`src/sv/plob_ram.sv`:
```
`timescale 1ns / 1ps
// ----------------------------------------------------------------------------
// plob_ram
// Simple dual port RAM, one write and one registered read per cycle.
// ----------------------------------------------------------------------------
module plob_ram #(
  parameter int AW = 8,
  parameter int DW = 8
) (
  input  logic          clk,
  input  logic          we,
  input  logic [AW-1:0] waddr,
  input  logic [DW-1:0] wdata,
  input  logic [AW-1:0] raddr,
  output logic [DW-1:0] rdata
);

  logic [DW-1:0] mem [2**AW];

  always_ff @(posedge clk) begin
    if (we) begin
      mem[waddr] <= wdata;
    end
  end

  always_ff @(posedge clk) begin
    rdata <= mem[raddr];
  end

endmodule
```
`config.mk`:
```
export PLATFORM = sky130hd
export DESIGN_NAME = plob_ram
export DESIGN_NICKNAME = d
export VERILOG_FILES = /design/src/sv/plob_ram.sv
export SDC_FILE = /design/constraint.sdc
export NUM_CORES = 2
export LEC_CHECK = 0
export BUFFER_PORTS_ARGS = -buffer_cell sky130_fd_sc_hd__buf_4
export CAP_MARGIN = 5
export CORE_ASPECT_RATIO = 0.9
export CORE_MARGIN = 3
export CORE_UTILIZATION = 65
export DETAILED_ROUTE_END_ITERATION = 7
export GPL_TIMING_DRIVEN = 0
export PLACE_DENSITY = 0.81
export RECOVER_POWER = 50
export SYNTH_ARGS = -nofsm -noshare
export SYNTH_HDL_FRONTEND = slang
export SYNTH_SLANG_ARGS = --single-unit
export TNS_END_PERCENT = 30
```
`constraint.sdc`:
```
create_clock -name clk -period 3.35 [get_ports clk]
set_input_delay 0.1675 -clock clk [delete_from_list [all_inputs] [get_ports clk]]
set_output_delay 0.1675 -clock clk [all_outputs]
set_load 0.01 [all_outputs]
```
# --- Word level (Yosys, flattened, before mapping) ---
# Memory sizes are Yosys's and may differ from the RTL's. A register that Yosys moved wholly into a read port is not among the register bits.
# Cells that the tools add are included.
# Widths: inputs -> output; s select.
totals:
  ff_bits: 0
  latch_bits: 0
  ram_bits: 2048
  romBits: 0
  inputBits: 26
  out_inout_bits: 8
  word_cells: 3
  n_memories: 1
memory_table:
  columns: ["name", "depth", "width", "read_ports", "rd_clocked_by_memory_dff", "write_ports", "line", "text"]
  rows:
  - ["mem", 256, 8, 1, 1, 1, "18", "logic [DW-1:0] mem [2**AW];"]
op_classes:
  add_sub_neg: 0
  n_mul: 0
  div: 0
  n_lt_le_gt_ge: 0
  n_eq_ne: 0
  shifts: 0
  muxes: 2
  n_bitwise: 0
  reduce_logical: 0
ops:
  columns: ["op", "count"]
  rows:
  - ["$mux 1", 2]

# --- Depth between registers and ports, before layout ---
depth:
  depth_word: 2
  mapped_depth: 11
  depth_no_buf: 6

# --- Least setup slack after synthesis ---
# Ideal clock, no wire load.
synth_path:
  path_type: "input-to-reg"
  start: "input raddr[0]"
  end: "register rdata[2] (read register of mem)"
  setup_ns: 0.131
  t_arrival_ns: 1.974
  t_required_ns: 3.219
  setup_slack_ns: 1.245
  path_stages: 9
  path_buffers: 4
  cell_sequence: "buf_6 > buf_12 > buf_8 > buf_2 > mux4_2 > a22oi_1 > a21oi_1 > nor4_1 > nor4_2"
synth_lines:
  columns: ["item", "line", "text"]
  rows:
  - ["start: declaration", "14", "input logic [AW-1:0] raddr,"]
  - ["end: declaration", "15", "output logic [DW-1:0] rdata"]

==> results.md <==
- The sum of net half-perimeters after detailed placement is 148 mm.
- After clock tree synthesis, the clock-pin slew on the worst setup and hold paths is 0.06 ns.
- The checks that failed: design-rule violations, max-capacitance violations, max-slew violations, negative setup slack.
- The global router's overall resource usage is a little under two fifths.
- The standard cell core area is 0.121 mm2.
- The average vias per placed instance is about 7.7.
- The number of I/O pins is 34.
- The cell area that synthesis handed to floorplanning was 0.0796 mm2.
- Input and output buffers added on the ports amount to 26.
- Relative to the synthesized area, the layout overhead comes to 10.8%.
- Headroom to the max-slew limit came out at -146%.
- The number of endpoints with negative hold slack in the final report came to 0.
- The horizontal extent of the die is 375 um.
- The count of H-tree levels built during CTS is 4.
- Leaving out fill and tap cells, the most frequent cells in the layout are 2,048 x sky130_fd_sc_hd__edfxtp_1, 454 x sky130_fd_sc_hd__mux4_2, 282 x sky130_fd_sc_hd__nor2_1, 194 x sky130_fd_sc_hd__clkbuf_16, 143 x sky130_fd_sc_hd__clkbuf_1.
- The cell total after placement is 5,372.
- The summed negative setup slack over all endpoints is -2.12 ns.
- The number of nets in the finished design is 3,999.
- Entering global routing, the biggest net connects 161 pins.
- The overall power after layout is 52.4 mW.
- The average detailed-routed wire length per instance is 41.5 um.
- The signal arrival time at the worst endpoint is around 4.5 ns.
- The CTS sink count is 2,056.
- The most instantiated flip-flop cell in the synthesis netlist is sky130_fd_sc_hd__edfxtp_1.
- The critical path in this run is classified as primary input to flip-flop.
- The standard-cell row count is roughly 120.
- The worst clock skew is 0.0343 ns.
- The worst setup slack after layout is -0.402 ns.
- The clock tree from TritonCTS is yes.
- The remaining design rule violation count is 1.
- The global-route wire length before repair is 329 mm.
- The total leakage power is 27.2 nW.
- The CTS root buffer is sky130_fd_sc_hd__clkbuf_16.
- Counting along the longest clock path gives a buffer depth of 3.
- The number of antenna violations at the first check in global routing was 19.
- The peak supply drop is approximately 0.54 mV.
- Setup violations remaining at the end of the flow were counted as 8.
- The count of distinct cell types in the synthesized netlist is between 50 and 60.
- The share of cells above drive strength 1 is 21.8%.
- Routability-driven placement finished with a final weighted congestion of between 1 and 1.5.
- The number of synthesized register bits is slightly above 2,000.
- The TritonCTS buffer count is around 190.
- The count of flip-flops with a built-in enable after synthesis is 2,048.
- The final critical path time including I/O delays and setup is ~3.8 ns.
- The total length of routed wires is ~240 mm.
- The number of global-route vias before repair was 42,800.
- The average instance in the mapped netlist occupies between 20 and 25 um2.
- Cells fill 72.7% of the core in the end.
- Measured along the y axis, the die boundary spans 338 um.
- Sequential elements use around 78% of the synthesized area.
- STA puts the critical path data required time at 4.06 ns.
- Based on the critical path, the design can be clocked at up to 266 MHz.
- The first detailed-routing pass ran for 8 iterations.
- The number of inserted filler cells in the final layout is ~6,500.
- The path class of the tightest hold or removal check is primary input to flip-flop.
- At the pin with the least slew margin, the transition time is 3.69 ns.
- In this run, the number of DRC markers left after iteration 0 of detailed routing was 9,257.
- Across the run, the number of max-cap violations was 9.
- The effective utilization at floorplan is 65.6%.
- The worst setup path is captured at a flip-flop.
- Of all nets on the critical path, the largest fanout is 10.
- The flow ran to the end, but the final reports show violations.
- The kind of start point of the critical path is a primary input.
- The number of nets in the synthesized netlist is 3,759.
- The power density normalized to cell area is 595 mW/mm2.
- Prior to clock tree synthesis, the placed netlist has a worst setup slack of -1.39 ns.
- Leaving out fill and tap cells, the most frequent cell in the layout is sky130_fd_sc_hd__edfxtp_1.
- The antenna violation net count after detailed routing is 0.
- The number of setup buffers added after CTS is 0.
- Counting every instance in the synthesized netlist gives around 3,700.
- The max-slew violation count was approximately 1,100.
- Summed over all layers, the global routing overflow is 0.
- The die covers 0.127 mm2.
- The number of warnings issued by yosys is 0.
- Setup repair after global routing could not meet its margin everywhere.
- The number of vias in the routed layout is 44,100.
- Of the available clock period, the critical path in the final layout requires 112%.
- The share of synthesized registers carrying an async set or reset is 0%.
- The insertion delay of the later-clocked pin in the worst-skew pair is 0.84 ns.
- For this run, the number of standard cells in the final layout without fillers is 5,743.
==> through the flow <==
stage	instance area (um2)	hold slack, ns
after floorplan	79600	0.266
after global routing	88100	0.226
after global placement	81800	0.561
after detailed placement	82200	0.559
final	88100	0.195
after CTS	88200	0.00675
==> worst max-delay path: stages <==
cell                       delay [ns]
sky130_fd_sc_hd__buf_4           0.16
sky130_fd_sc_hd__buf_2           0.29
sky130_fd_sc_hd__clkbuf_1        0.60
sky130_fd_sc_hd__nand3b_1        0.78
sky130_fd_sc_hd__o22ai_1         0.19
sky130_fd_sc_hd__o21ai_0         0.32
sky130_fd_sc_hd__nand3_1         0.26
sky130_fd_sc_hd__nor4_1          1.16
sky130_fd_sc_hd__nor4_1          0.25
sky130_fd_sc_hd__buf_2           0.27
==> timing repair <==
item                       4_1_cts  5_1_grt
setup endpoints to repair        6        8
hold buffers                     7        0
gates resized for setup         16       26
gates cloned                     0        0
hold endpoints to repair       636        0
==> cells in the mapped netlist, types with 3 or more instances <==
cell type | count | area [um2]
sky130_fd_sc_hd__a211oi_1 | 16 | 120
sky130_fd_sc_hd__a21oi_1 | 96 | 480
sky130_fd_sc_hd__a221oi_1 | 13 | 114
sky130_fd_sc_hd__a22o_1 | 8 | 70.1
sky130_fd_sc_hd__a22oi_1 | 133 | 998
sky130_fd_sc_hd__and2_1 | 6 | 37.5
sky130_fd_sc_hd__buf_1 | 22 | 82.6
sky130_fd_sc_hd__buf_12 | 8 | 160
sky130_fd_sc_hd__buf_2 | 31 | 155
sky130_fd_sc_hd__buf_4 | 27 | 203
sky130_fd_sc_hd__buf_6 | 21 | 236
sky130_fd_sc_hd__buf_8 | 13 | 195
sky130_fd_sc_hd__clkbuf_1 | 111 | 417
sky130_fd_sc_hd__dfxtp_1 | 8 | 160
sky130_fd_sc_hd__edfxtp_1 | 2048 | 61500
sky130_fd_sc_hd__mux2i_1 | 134 | 1340
sky130_fd_sc_hd__mux4_2 | 454 | 10200
sky130_fd_sc_hd__nand2_1 | 33 | 124
sky130_fd_sc_hd__nand2b_1 | 8 | 50.1
sky130_fd_sc_hd__nand3_1 | 34 | 170
sky130_fd_sc_hd__nand4_1 | 10 | 62.6
sky130_fd_sc_hd__nor2_1 | 282 | 1060
sky130_fd_sc_hd__nor2b_1 | 31 | 194
sky130_fd_sc_hd__nor3_1 | 22 | 110
sky130_fd_sc_hd__nor4_1 | 24 | 150
sky130_fd_sc_hd__nor4_2 | 3 | 37.5
sky130_fd_sc_hd__o211ai_1 | 10 | 75.1
sky130_fd_sc_hd__o21ai_0 | 10 | 50.1
sky130_fd_sc_hd__o221ai_1 | 46 | 403
sky130_fd_sc_hd__o22a_1 | 5 | 43.8
sky130_fd_sc_hd__o22ai_1 | 28 | 175
sky130_fd_sc_hd__o32ai_1 | 4 | 35.0
sky130_fd_sc_hd__or2_2 | 4 | 25.0
==> cells by family after synthesis <==
logic type,after synthesis,share of synthesized area [%]
buffers and inverters,235,1.83
AND/OR/NAND/NOR,466,2.63
multiplexers,591,14.6
flip-flops,2056,77.5
AO/OA/AOI/OAI,385,3.42
==> final cells by class <==
cell class	instances	area, um2	area share, %
sequential	2056	61700	70.0
multi-input combinational	1442	16600	18.8
clock buffer	244	5080	5.77
tap	1599	2000	2.27
buffer	233	1510	1.71
clock inverter	99	787	0.893
timing repair buffer	50	495	0.562
antenna	18	45.0	0.0511
inverter	2	7.51	0.00852
==> final timing paths <==
| kind | start | end | slack, ns | cells past startpoint |
|---|---|---|---|---|
| max | raddr[2] | rdata[7] | -0.40 | 10 |
| min | waddr[4] | mem[98][7] | 0.20 | 4 |
| max reg2reg | mem[66][5] | rdata[5] | 0.07 | 6 |
| min reg2reg | mem[110][6] | rdata[6] | 1.45 | 6 |
==> sequential cells by signal (all words and copies together), names as in the netlist <==
register,cells
rdata,8
mem,2048
==> per-layer routing <==
layer / global-route usage [%] / share of wire [%] / up-vias
met1: 48.6 / 32 / 22100
li1: - / - / 16200
met3: 18.2 / 18 / 1014
met4: 23.8 / 7.6 / 14
met2: 53.6 / 43 / 4785
met5: 0.189 / 0.13 / -
==> power breakdown <==
group | internal, mW | switching, mW
Sequential | 28.4 | 0.0211
Combinational | 0.911 | 2.15
Clock | 11.5 | 9.44
Total | 40.8 | 11.6
(Power assumes the default switching activity.)
